==> src/sv/wam_pkg.sv <==
// Package for the weekly alarm matcher: mode codes, transfer payload structs,
// the token that walks the cell chain, and the gesture lookup.
// No dependencies.
package wam_pkg;

  localparam logic [1:0] MODE_TICK   = 2'd0;
  localparam logic [1:0] MODE_APPEND = 2'd1;
  localparam logic [1:0] MODE_CLEAR  = 2'd2;

  localparam logic [1:0] DIFF_LOW    = 2'd0;
  localparam logic [1:0] DIFF_MEDIUM = 2'd1;
  localparam logic [1:0] DIFF_HIGH   = 2'd2;

  typedef struct packed {
    logic [1:0]  mode;
    logic [2:0]  weekday;
    logic [8:0]  day_of_year;
    logic [4:0]  hour;
    logic [5:0]  minute;
    logic        alarm_enabled;
    logic [1:0]  alarm_difficulty;
    logic [15:0] entry_id;
  } in_data_t;

  typedef struct packed {
    logic        fired;
    logic [3:0]  fired_slot;
    logic [15:0] fired_id;
    logic [1:0]  fired_difficulty;
    logic [3:0]  gesture_count;
    logic        accepted;
    logic [4:0]  entry_total;
  } out_data_t;

  typedef struct packed {
    logic        active;
    in_data_t    item;
    logic        found;
    logic [3:0]  slot;
    logic [15:0] fid;
    logic [1:0]  fdiff;
  } token_t;

  function automatic logic [2:0] gestures_for(input logic [1:0] diff);
    logic [2:0] n;
    case (diff)
      DIFF_LOW:    n = 3'd3;
      DIFF_MEDIUM: n = 3'd5;
      DIFF_HIGH:   n = 3'd7;
      default:     n = 3'd3;
    endcase
    return n;
  endfunction

endpackage

==> src/sv/weekly_alarm_matcher.sv <==
// Top level of the weekly alarm matcher: input register, chain of wam_cell
// slots, entry count and result register. Depends on wam_pkg and wam_cell.
//
// Usage: present an item on in_data and raise start while busy is low; the
// transfer happens at that clock edge and busy rises the next cycle. Mode 0
// is a time tick, mode 1 appends an alarm entry, mode 2 empties the table.
// The item travels as a token through MAX_ENTRIES cells, one cell per
// cycle, so the first matching slot in table order claims the tick.
// Exactly one result follows each item: out_valid is high for one cycle
// with out_data, after the item has passed the input register, the cell
// chain and the result register. busy falls at the edge that ends the
// result cycle, so the next item can be accepted only after the previous
// item's result. The receiver cannot stall, so the result is simply
// dropped onto the ports for that cycle. Reset empties the table, clears
// every fired record and drops any item in flight; no result appears
// for it.
module weekly_alarm_matcher import wam_pkg::*; #(
  parameter int MAX_ENTRIES  = 16,
  parameter int MAX_GESTURES = 8
) (
  input  logic      clk,
  input  logic      rst_n,
  input  logic      start,
  output logic      busy,
  input  in_data_t  in_data,
  output logic      out_valid,
  output out_data_t out_data
);

  localparam int CNT_W = $clog2(MAX_ENTRIES + 1);
  localparam logic [CNT_W-1:0] CNT_MAX = CNT_W'(MAX_ENTRIES);
  localparam logic [4:0] GEST_CAP = 5'(MAX_GESTURES);

  token_t           tok [0:MAX_ENTRIES];
  token_t           tok0_r;
  logic             busy_r;
  logic             out_valid_r;
  out_data_t        out_data_r;
  logic [CNT_W-1:0] count_r;
  logic [CNT_W-1:0] count_nxt;
  logic             accept;
  logic             room;
  out_data_t        res_nxt;
  token_t           last;
  logic [2:0]       gest;

  assign accept = start && !busy_r;
  assign tok[0] = tok0_r;
  assign last   = tok[MAX_ENTRIES];
  assign room   = count_r < CNT_MAX;
  assign gest   = gestures_for(last.fdiff);

  for (genvar i = 0; i < MAX_ENTRIES; i++) begin : g_cell
    wam_cell #(
      .SLOT  (i),
      .CNT_W (CNT_W)
    ) u_cell (
      .clk     (clk),
      .rst_n   (rst_n),
      .count   (count_r),
      .tok_in  (tok[i]),
      .tok_out (tok[i+1])
    );
  end

  always_comb begin
    count_nxt = count_r;
    res_nxt   = '0;
    case (last.item.mode)
      MODE_APPEND: begin
        if (room) begin
          count_nxt        = count_r + CNT_W'(1);
          res_nxt.accepted = 1'b1;
        end
      end
      MODE_CLEAR: begin
        count_nxt = '0;
      end
      default: begin
        count_nxt = count_r;
      end
    endcase
    if (last.item.mode == MODE_TICK && last.found) begin
      res_nxt.fired            = 1'b1;
      res_nxt.fired_slot       = last.slot;
      res_nxt.fired_id         = last.fid;
      res_nxt.fired_difficulty = last.fdiff;
      res_nxt.gesture_count    = ({2'b00, gest} > GEST_CAP) ? 4'(GEST_CAP) : {1'b0, gest};
    end
    res_nxt.entry_total = 5'(count_nxt);
  end

  always_ff @(posedge clk) begin
    if (!rst_n) begin
      tok0_r.active <= 1'b0;
      busy_r        <= 1'b0;
      out_valid_r   <= 1'b0;
      count_r       <= '0;
    end else begin
      tok0_r.active <= accept;
      out_valid_r   <= last.active;
      if (accept) begin
        tok0_r.item  <= in_data;
        tok0_r.found <= 1'b0;
        tok0_r.slot  <= '0;
        tok0_r.fid   <= '0;
        tok0_r.fdiff <= '0;
      end
      if (accept) begin
        busy_r <= 1'b1;
      end else if (out_valid_r) begin
        busy_r <= 1'b0;
      end
      if (last.active) begin
        count_r <= count_nxt;
      end
    end
  end

  always_ff @(posedge clk) begin
    if (last.active) begin
      out_data_r <= res_nxt;
    end
  end

  assign busy      = busy_r;
  assign out_valid = out_valid_r;
  assign out_data  = out_data_r;

endmodule

==> src/sv/wam_cell.sv <==
// One table slot of the weekly alarm matcher: the alarm entry, its fired
// record, and one stage of the token chain. Depends on wam_pkg.
module wam_cell import wam_pkg::*; #(
  parameter int SLOT  = 0,
  parameter int CNT_W = 5
) (
  input  logic             clk,
  input  logic             rst_n,
  input  logic [CNT_W-1:0] count,
  input  token_t           tok_in,
  output token_t           tok_out
);

  logic        en_r;
  logic [2:0]  wd_r;
  logic [4:0]  hr_r;
  logic [5:0]  mn_r;
  logic [1:0]  diff_r;
  logic [15:0] id_r;
  logic        rec_valid_r;
  logic [8:0]  rec_day_r;
  logic [4:0]  rec_hr_r;
  logic [5:0]  rec_mn_r;
  token_t      tok_r;
  token_t      tok_nxt;
  logic        in_use;
  logic        hit;
  logic        do_fire;
  logic        do_append;

  assign in_use    = CNT_W'(SLOT) < count;
  assign hit       = en_r && (wd_r == tok_in.item.weekday) && (hr_r == tok_in.item.hour) &&
                     (mn_r == tok_in.item.minute) &&
                     !(rec_valid_r && (rec_day_r == tok_in.item.day_of_year) &&
                       (rec_hr_r == tok_in.item.hour) && (rec_mn_r == tok_in.item.minute));
  assign do_fire   = tok_in.active && (tok_in.item.mode == MODE_TICK) && !tok_in.found &&
                     in_use && hit;
  assign do_append = tok_in.active && (tok_in.item.mode == MODE_APPEND) &&
                     (CNT_W'(SLOT) == count);

  always_comb begin
    tok_nxt = tok_in;
    if (do_fire) begin
      tok_nxt.found = 1'b1;
      tok_nxt.slot  = 4'(SLOT);
      tok_nxt.fid   = id_r;
      tok_nxt.fdiff = diff_r;
    end
  end

  always_ff @(posedge clk) begin
    if (!rst_n) begin
      tok_r.active <= 1'b0;
      rec_valid_r  <= 1'b0;
    end else begin
      tok_r <= tok_nxt;
      if (do_append) begin
        rec_valid_r <= 1'b0;
      end else if (do_fire) begin
        rec_valid_r <= 1'b1;
      end
    end
  end

  always_ff @(posedge clk) begin
    if (do_append) begin
      en_r   <= tok_in.item.alarm_enabled;
      wd_r   <= tok_in.item.weekday;
      hr_r   <= tok_in.item.hour;
      mn_r   <= tok_in.item.minute;
      diff_r <= tok_in.item.alarm_difficulty;
      id_r   <= tok_in.item.entry_id;
    end
    if (do_fire) begin
      rec_day_r <= tok_in.item.day_of_year;
      rec_hr_r  <= tok_in.item.hour;
      rec_mn_r  <= tok_in.item.minute;
    end
  end

  assign tok_out = tok_r;

endmodule

==> config.mk <==
export PLATFORM = sky130hd
export DESIGN_NAME = weekly_alarm_matcher
export DESIGN_NICKNAME = d
export VERILOG_FILES = /design/src/sv/wam_pkg.sv /design/src/sv/weekly_alarm_matcher.sv /design/src/sv/wam_cell.sv
export SDC_FILE = /design/constraint.sdc
export NUM_CORES = 2
export LEC_CHECK = 0
export ABC_AREA = 1
export BUFFER_PORTS_ARGS = -buffer_cell sky130_fd_sc_hd__buf_2
export CORE_MARGIN = 1
export CORE_UTILIZATION = 27
export CTS_BUF_LIST = sky130_fd_sc_hd__clkbuf_8
export CTS_CLUSTER_DIAMETER = 150
export DETAILED_ROUTE_END_ITERATION = 16
export GPL_ROUTABILITY_DRIVEN = 1
export PLACE_DENSITY = 0.41
export SLEW_MARGIN = 10
export SYNTH_ARGS = -nofsm -noshare
export SYNTH_HDL_FRONTEND = slang
export SYNTH_SLANG_ARGS = --single-unit
==> constraint.sdc <==
create_clock -name clk -period 10 [get_ports clk]
set_input_delay 1 -clock clk [delete_from_list [all_inputs] [get_ports clk]]
set_output_delay 1 -clock clk [all_outputs]
set_load 0.005 [all_outputs]
Word-level counts from Yosys, hierarchy flattened
Index checks and enable logic that the tools add are counted.

word-level totals
  flip-flop bits (word level) = 1980
  input bits = 47
  output and inout port bits = 35
  word-level logic and storage cells = 829

cells by class
  add/subtract/negate cells = 1
  magnitude comparators = 17
  equality and inequality tests = 131
  mux-type cells = 22
  bitwise logic cells = 1
  reductions and logical operators = 277

operators by type and width
  operator                                             number
  two-way mux 18 bit                                   15
  logical AND 1 bit                                    209
  equality test 6 bit                                  32
  equality test 5 bit                                  32
  equality test 9 bit                                  16
  equality test 3 bit                                  16
  equality test 4 x 5 -> 1 bit, first input constant   8
  < comparator 4 x 5 -> 1 bit, first input constant    8
  equality test 2 x 1 -> 1 bit, second input constant  18
  zero test 2 bit                                      17
  zero test 1 bit                                      32
  OR reduction 2 bit                                   16
  two-way mux 27 bit                                   1
  equality test 3 x 5 -> 1 bit, first input constant   4
  < comparator 3 x 5 -> 1 bit, first input constant    4
  equality test 2 x 5 -> 1 bit, first input constant   2
  < comparator 1 x 5 -> 1 bit, first input constant    2
  < comparator 2 x 5 -> 1 bit, first input constant    2
  case mux 5 bit (2 select lines)                      1
  case mux 3 bit (2 select lines)                      1
  adder 5 x 1 -> 5 bit, second input constant          1
  equality test 1 x 5 -> 1 bit, first input constant   1
  zero test 5 bit                                      1
  < comparator 5 bit, second input constant            1
  6 further kinds                                      9

Logic depth before layout (Yosys ltp)
  depth after elaboration = 8
  depth in mapped cells = 12
  mapped depth without buffers = 11

Hierarchy
A second synthesis with hierarchy kept.

second synthesis, totals
  cell total of the unflattened synthesis = 6696
  area, all modules = 81131.6 µm²

by module, submodules not included
  module                         instances  cells each  area each (µm²)  seq. area each (µm²)
  wam_cell at g_cell[11].u_cell  1          442         5143.7           3643.5
  wam_cell at g_cell[6].u_cell   1          441         5091.1           3643.5
  wam_cell at g_cell[14].u_cell  1          443         5064.9           3643.5
  wam_cell at g_cell[5].u_cell   1          450         5052.3           3643.5
  wam_cell at g_cell[12].u_cell  1          444         5041.1           3643.5
  wam_cell at g_cell[0].u_cell   1          443         5026.1           3643.5
  wam_cell at g_cell[8].u_cell   1          447         5004.8           3643.5
  wam_cell at g_cell[13].u_cell  1          437         4981.0           3643.5
  wam_cell at g_cell[10].u_cell  1          382         4759.6           3643.5
  wam_cell at g_cell[7].u_cell   1          381         4754.6           3643.5
  wam_cell at g_cell[15].u_cell  1          378         4753.3           3643.5
  wam_cell at g_cell[2].u_cell   1          371         4727.0           3643.5
  wam_cell at g_cell[4].u_cell   1          372         4720.8           3643.5
  wam_cell at g_cell[9].u_cell   1          352         4694.5           3643.5
  3 more rows                    --         --          --               --

Worst setup path before layout
Ideal clock, no wire load.

  kind = reg2reg
  start = reg count_r[0]
  end = reg g_cell[14].u_cell.rec_valid_r
  library setup time = 121 ps
  arrival time = 4571 ps
  data required time = 9879 ps
  slack = 5308 ps
  cell stages (with the launch flop) = 8
  path buffers = 1
  period minus slack after synthesis = 4692 ps
  cells stage by stage = dfxtp_1 -> buf_2 -> clkinv_1 -> ha_1 -> nand4_1 -> nor4_1 -> or2_2 -> a21oi_1

on the way
  word-level cells in the longest chain between the ends = 3
  elaborated cells between the ends (all ways) = 6
  classes of those cells = 1 x order compare; 1 x eq/ne; 4 x reduce/logical

RTL lines
  item                             RTL line                     text
  start, declared                  weekly_alarm_matcher.sv:39   logic [CNT_W-1:0] count_r;
  start signal, assigned           weekly_alarm_matcher.sv:115  count_r <= count_nxt;
  equality test 4 x 5 -> 1 bit     wam_cell.sv:39               (CNT_W'(SLOT) == count);
  logical AND 1 bit                wam_cell.sv:38               assign do_append = tok_in.active && (tok_in.item.mode == MODE_APPEND) &&
  via g_cell[14].u_cell.do_append  wam_cell.sv:29               logic do_append;
  OR reduction 2 bit (no line)     --
  end signal, assigned             wam_cell.sv:54               rec_valid_r <= 1'b0;
  end signal, assigned             wam_cell.sv:58               rec_valid_r <= 1'b0;
  end signal, assigned             wam_cell.sv:60               rec_valid_r <= 1'b1;
  end, declared                    wam_cell.sv:20               logic rec_valid_r;

The timed path passes the listed nets, and every way through them passes these cells.
A chain may end at the register's enable or synchronous reset.

Final worst setup path
  start = reg count_r[0]
  end = reg g_cell[0].u_cell.rec_day_r[8] (enable)

on the way
  word-level cells in the longest chain between the ends = 3

RTL lines
  item                          RTL line        text
  < comparator 1 x 5 -> 1 bit   wam_cell.sv:31  assign in_use = CNT_W'(SLOT) < count;
  logical AND 1 bit             wam_cell.sv:36  assign do_fire = tok_in.active && (tok_in.item.mode == MODE_TICK) && !tok_in.found &&
  logical AND 1 bit             wam_cell.sv:37  in_use && hit;
  via g_cell[0].u_cell.do_fire  wam_cell.sv:28  logic do_fire;
  end signal, assigned          wam_cell.sv:75  rec_day_r <= tok_in.item.day_of_year;
  end, declared                 wam_cell.sv:21  logic [8:0] rec_day_r;

The timed path passes the listed nets, and every way through them passes these cells.

==> flow_summary.yaml <==
status:
  status: "finished, final reports clean"
logic_synthesis:
  synth_fp_nets: 6257
  synth_most_common_cell: "edfxtp_1"
  async_flop_share_pct: 0
  synth_cells: 6203
  synth_area_leader_cell: "edfxtp_1"
  ys_seq_area_share_pct: 76.7
  synth_area_per_cell_sq_um: 12.4
  synth_common_cells: "edfxtp_1 (1,939), nand2_1 (1,920), inv_1 (872)"
  syn_area_sq_mm: 0.0769
  synth_cell_types: 37
  synthFlopType: "edfxtp_1"
  netlist.area_leader.share_pct: 75.7
  yosys-top-cells-area: "edfxtp_1 (76%), nand2_1 (9.4%), inv_1 (4.3%)"
  synth-seq-cells: 1979
  ys_warn_count: 0
  synth-edff-count: 1939
routing:
  drt_iter0_drc: 2194
  num_vias: 41800
  ant_nets: 0
  drt_pass1_iterations: 5
  wl_um: 166000
  viasPerCell: 3.94
  drt-wirelength-per-cell_um: 15.7
  drc: 0
pwr:
  p_per_area_mw_per_mm2: 191
  irDropWorstVdd_uv: 91.7
  pwr-share-comb_pct: 2.2
  p_int_w: 0.0131
  power_w: 0.0169
  power_frac_seq_pct: 56.7
  pwr-share-clk_pct: 41.0
  p_sw_share_pct: 22.2
  p_leak_nw: 35.1
  power.switching_w: 0.00375
placed_design:
  dp_slack_ns: 5.92
  place_hpwl_um: 115000
  gp_congestion: 0.810
  io_buffer_count: 80
floorplanning:
  start_util_pct: 27.2
  dieArea_sq_mm: 0.287
  die_w_um: 536
  num_rows: 195
  pin_count: 82
  fp.dieH_um: 536
  core_area_sq_mm: 0.283
setup_path:
  r2r_setup_slack_ns: 6.00
  critical-path-slowest-cell: "inv_1"
  critPathArrivalTime_ns: 4.49
  worst-r2r-cell-count: 6
  worstSetupPathType: "register to register"
  cp.required_ns: 10.49
  cp_cell_sequence: "clkinv_1 -> nand3_1 -> nand3_1 -> nor2_1 -> nand2_1 -> inv_1"
  cp-start-kind: "register"
  rr_startpoint: "count_r[0]"
  worst_setup_path_end_kind: "register"
  critical_path.most_common_cell: "nand3_1"
  max_stage_delay_ns: 0.91
  reg2reg_to: "g_cell[0].u_cell.rec_day_r[8]"
  cp_max_fo: 21
sta:
  tns_ns: 0
  final-setup-viol-count: 0
  clock.fmax_mhz: 250
  clock_skew_ns: 0.0775
  post-route-period-util_pct: 40.0
  worst_pin_slew_ns: 1.14
  report.final.hold_viol_count: 0
  slew_headroom_pct: 23.9
  fin_ws_ns: 6.00
  grt_setup_unrepaired: "false"
  slew_viol_final: 0
  hold_slack_ns: 0.256
  period_minus_slack_ns: 4.00
layout:
  fin_util_pct: 31.3
  layout.nets: 6645
  syn_to_final_growth_pct: 14.9
  drive_gt1_share_pct: 9.07
min_path:
  holdPathStages: 1
  hp-class: "primary input to register"
  hp-start: "in_data[26]"
  hold_end: "tok[1137]"
clock_tree:
  postCtsSetupBuffers: 0
  clkSinkCount: 1979
  htree_levels: 5
  cts_hold_buf: 0
  cts_tree: "done"
  clk_pin_slew_worst_paths_ns: 0.06
  cts_root_buf: "clkbuf_8"
  cts_made_buffers: 348
  cts.repair.resized: 0
  clockBufferDepth: 4
  clkLatencyLatePin_ns: 0.96
grt:
  antenna_found_initial: 3
  grt_pass1_wl_um: 257000
  gr-usage-all-layers_pct: 11.5
  grt_pass1_vias: 43100
  grt_max_degree: 197
  grt_overflow: 0
flow_run:
  cap_violations: 0
==> per-stage QoR <==
| stage | instance area (sq um) | std cells |
|---|---|---|
| 5_1_grt | 88400 | 10600 |
| 4_1_cts | 88400 | 10600 |
| 2_1_floorplan | 76900 | 6203 |
| 3_5_place_dp | 82000 | 9984 |
| 3_3_place_gp | 82000 | 9984 |
| 6_report | 88400 | 10600 |
==> power groups by stage <==
stage | Sequential (W) | Clock [W] | Combinational [W]
after global placement | 0.00975 | 0 | 0.000389
final | 0.00958 | 0.00693 | 0.000378
after floorplan | 0.00965 | 0 | 0.000210
after global routing | 0.00961 | 0.00757 | 0.000441
after CTS | 0.00959 | 0.00725 | 0.000391
after detailed placement | 0.00976 | 0 | 0.000389
==> worst max-delay path by stage <==
stage                                 startpoint                            end  slack, ns  cells after the start
global route        g_cell[8].u_cell.tok_out[42]   g_cell[9].u_cell.tok_out[20]       5.60                      7
floorplan                             count_r[0]  g_cell[14].u_cell.rec_valid_r       5.31                      7
detailed placement                    count_r[2]   g_cell[9].u_cell.tok_out[20]       5.92                      7
finish                                count_r[0]  g_cell[0].u_cell.rec_day_r[8]       6.00                      6
CTS                                   count_r[2]   g_cell[9].u_cell.tok_out[20]       5.91                      7
global placement                      count_r[2]  g_cell[9].u_cell.rec_day_r[1]       5.95                      6
==> worst max-delay path, delay by kind of cell (launching register included) <==
family                 cells  cell delay [ns]
buffers and inverters      2             1.57
and+or+nand+nor            4             1.31
DFF                        1             0.65
==> sequential cells by signal, indices dropped and copies added, names as in the netlist, 45 cells and up <==
register	flops
g_cell.u_cell.tok_out	1031
g_cell.u_cell.id_r	256
g_cell.u_cell.rec_day_r	144
g_cell.u_cell.mn_r	96
g_cell.u_cell.rec_mn_r	96
g_cell.u_cell.hr_r	80
g_cell.u_cell.rec_hr_r	80
g_cell.u_cell.wd_r	48
tok	45
==> final cells by class <==
| cell class | instances | area, sq um |
|---|---|---|
| clock inverter | 259 | 1420 |
| sequential | 1979 | 59000 |
| timing repair buffer | 104 | 653 |
| clock buffer | 360 | 4950 |
| fill | 28400 | 194000 |
| tap | 3743 | 4680 |
| multi-input combinational | 3280 | 14300 |
| inverter | 878 | 3300 |
| antenna | 4 | 10.0 |
==> cell families (layout without fill, tap and decap cells) <==
logic type               count (synthesis)  count (layout)  synth area share (%)
AO/OA/AOI/OAI                          146             146                  1.01
XOR/XNOR                               123             123                  1.40
adder cells (fa/ha/maj)                  7               7                 0.114
buffers and inverters                  944            1601                  4.78
flip-flops                            1979            1979                  76.7
other                                    1               5               0.00487
AND/OR/NAND/NOR                       3003            3003                  16.0
==> per-layer routing <==
metal  global-route usage [%]  part of all wire [%]
met1                     13.6                    43
met5                        0                     0
met4                     3.89                   2.8
met2                     20.9                    51
met3                     2.09                   3.6
==> placed cells by master, fill, tap and decap left out, types with 25 or more instances in the layout <==
cell / netlist / routed
edfxtp_1: 1939 / 1939
nand2_1: 1920 / 1920
inv_1: 872 / 1000
nor2_1: 543 / 532
nand3_1: 380 / 380
clkbuf_8: 0 / 360
xnor2_1: 106 / 106
o21ai_0: 105 / 104
buf_2: 26 / 79
clkinv_1: 1 / 77
nand4_1: 53 / 53
dfxtp_1: 40 / 39
or2_2: 31 / 31
a21oi_1: 25 / 25
Power figures use the tool's default switching activity.
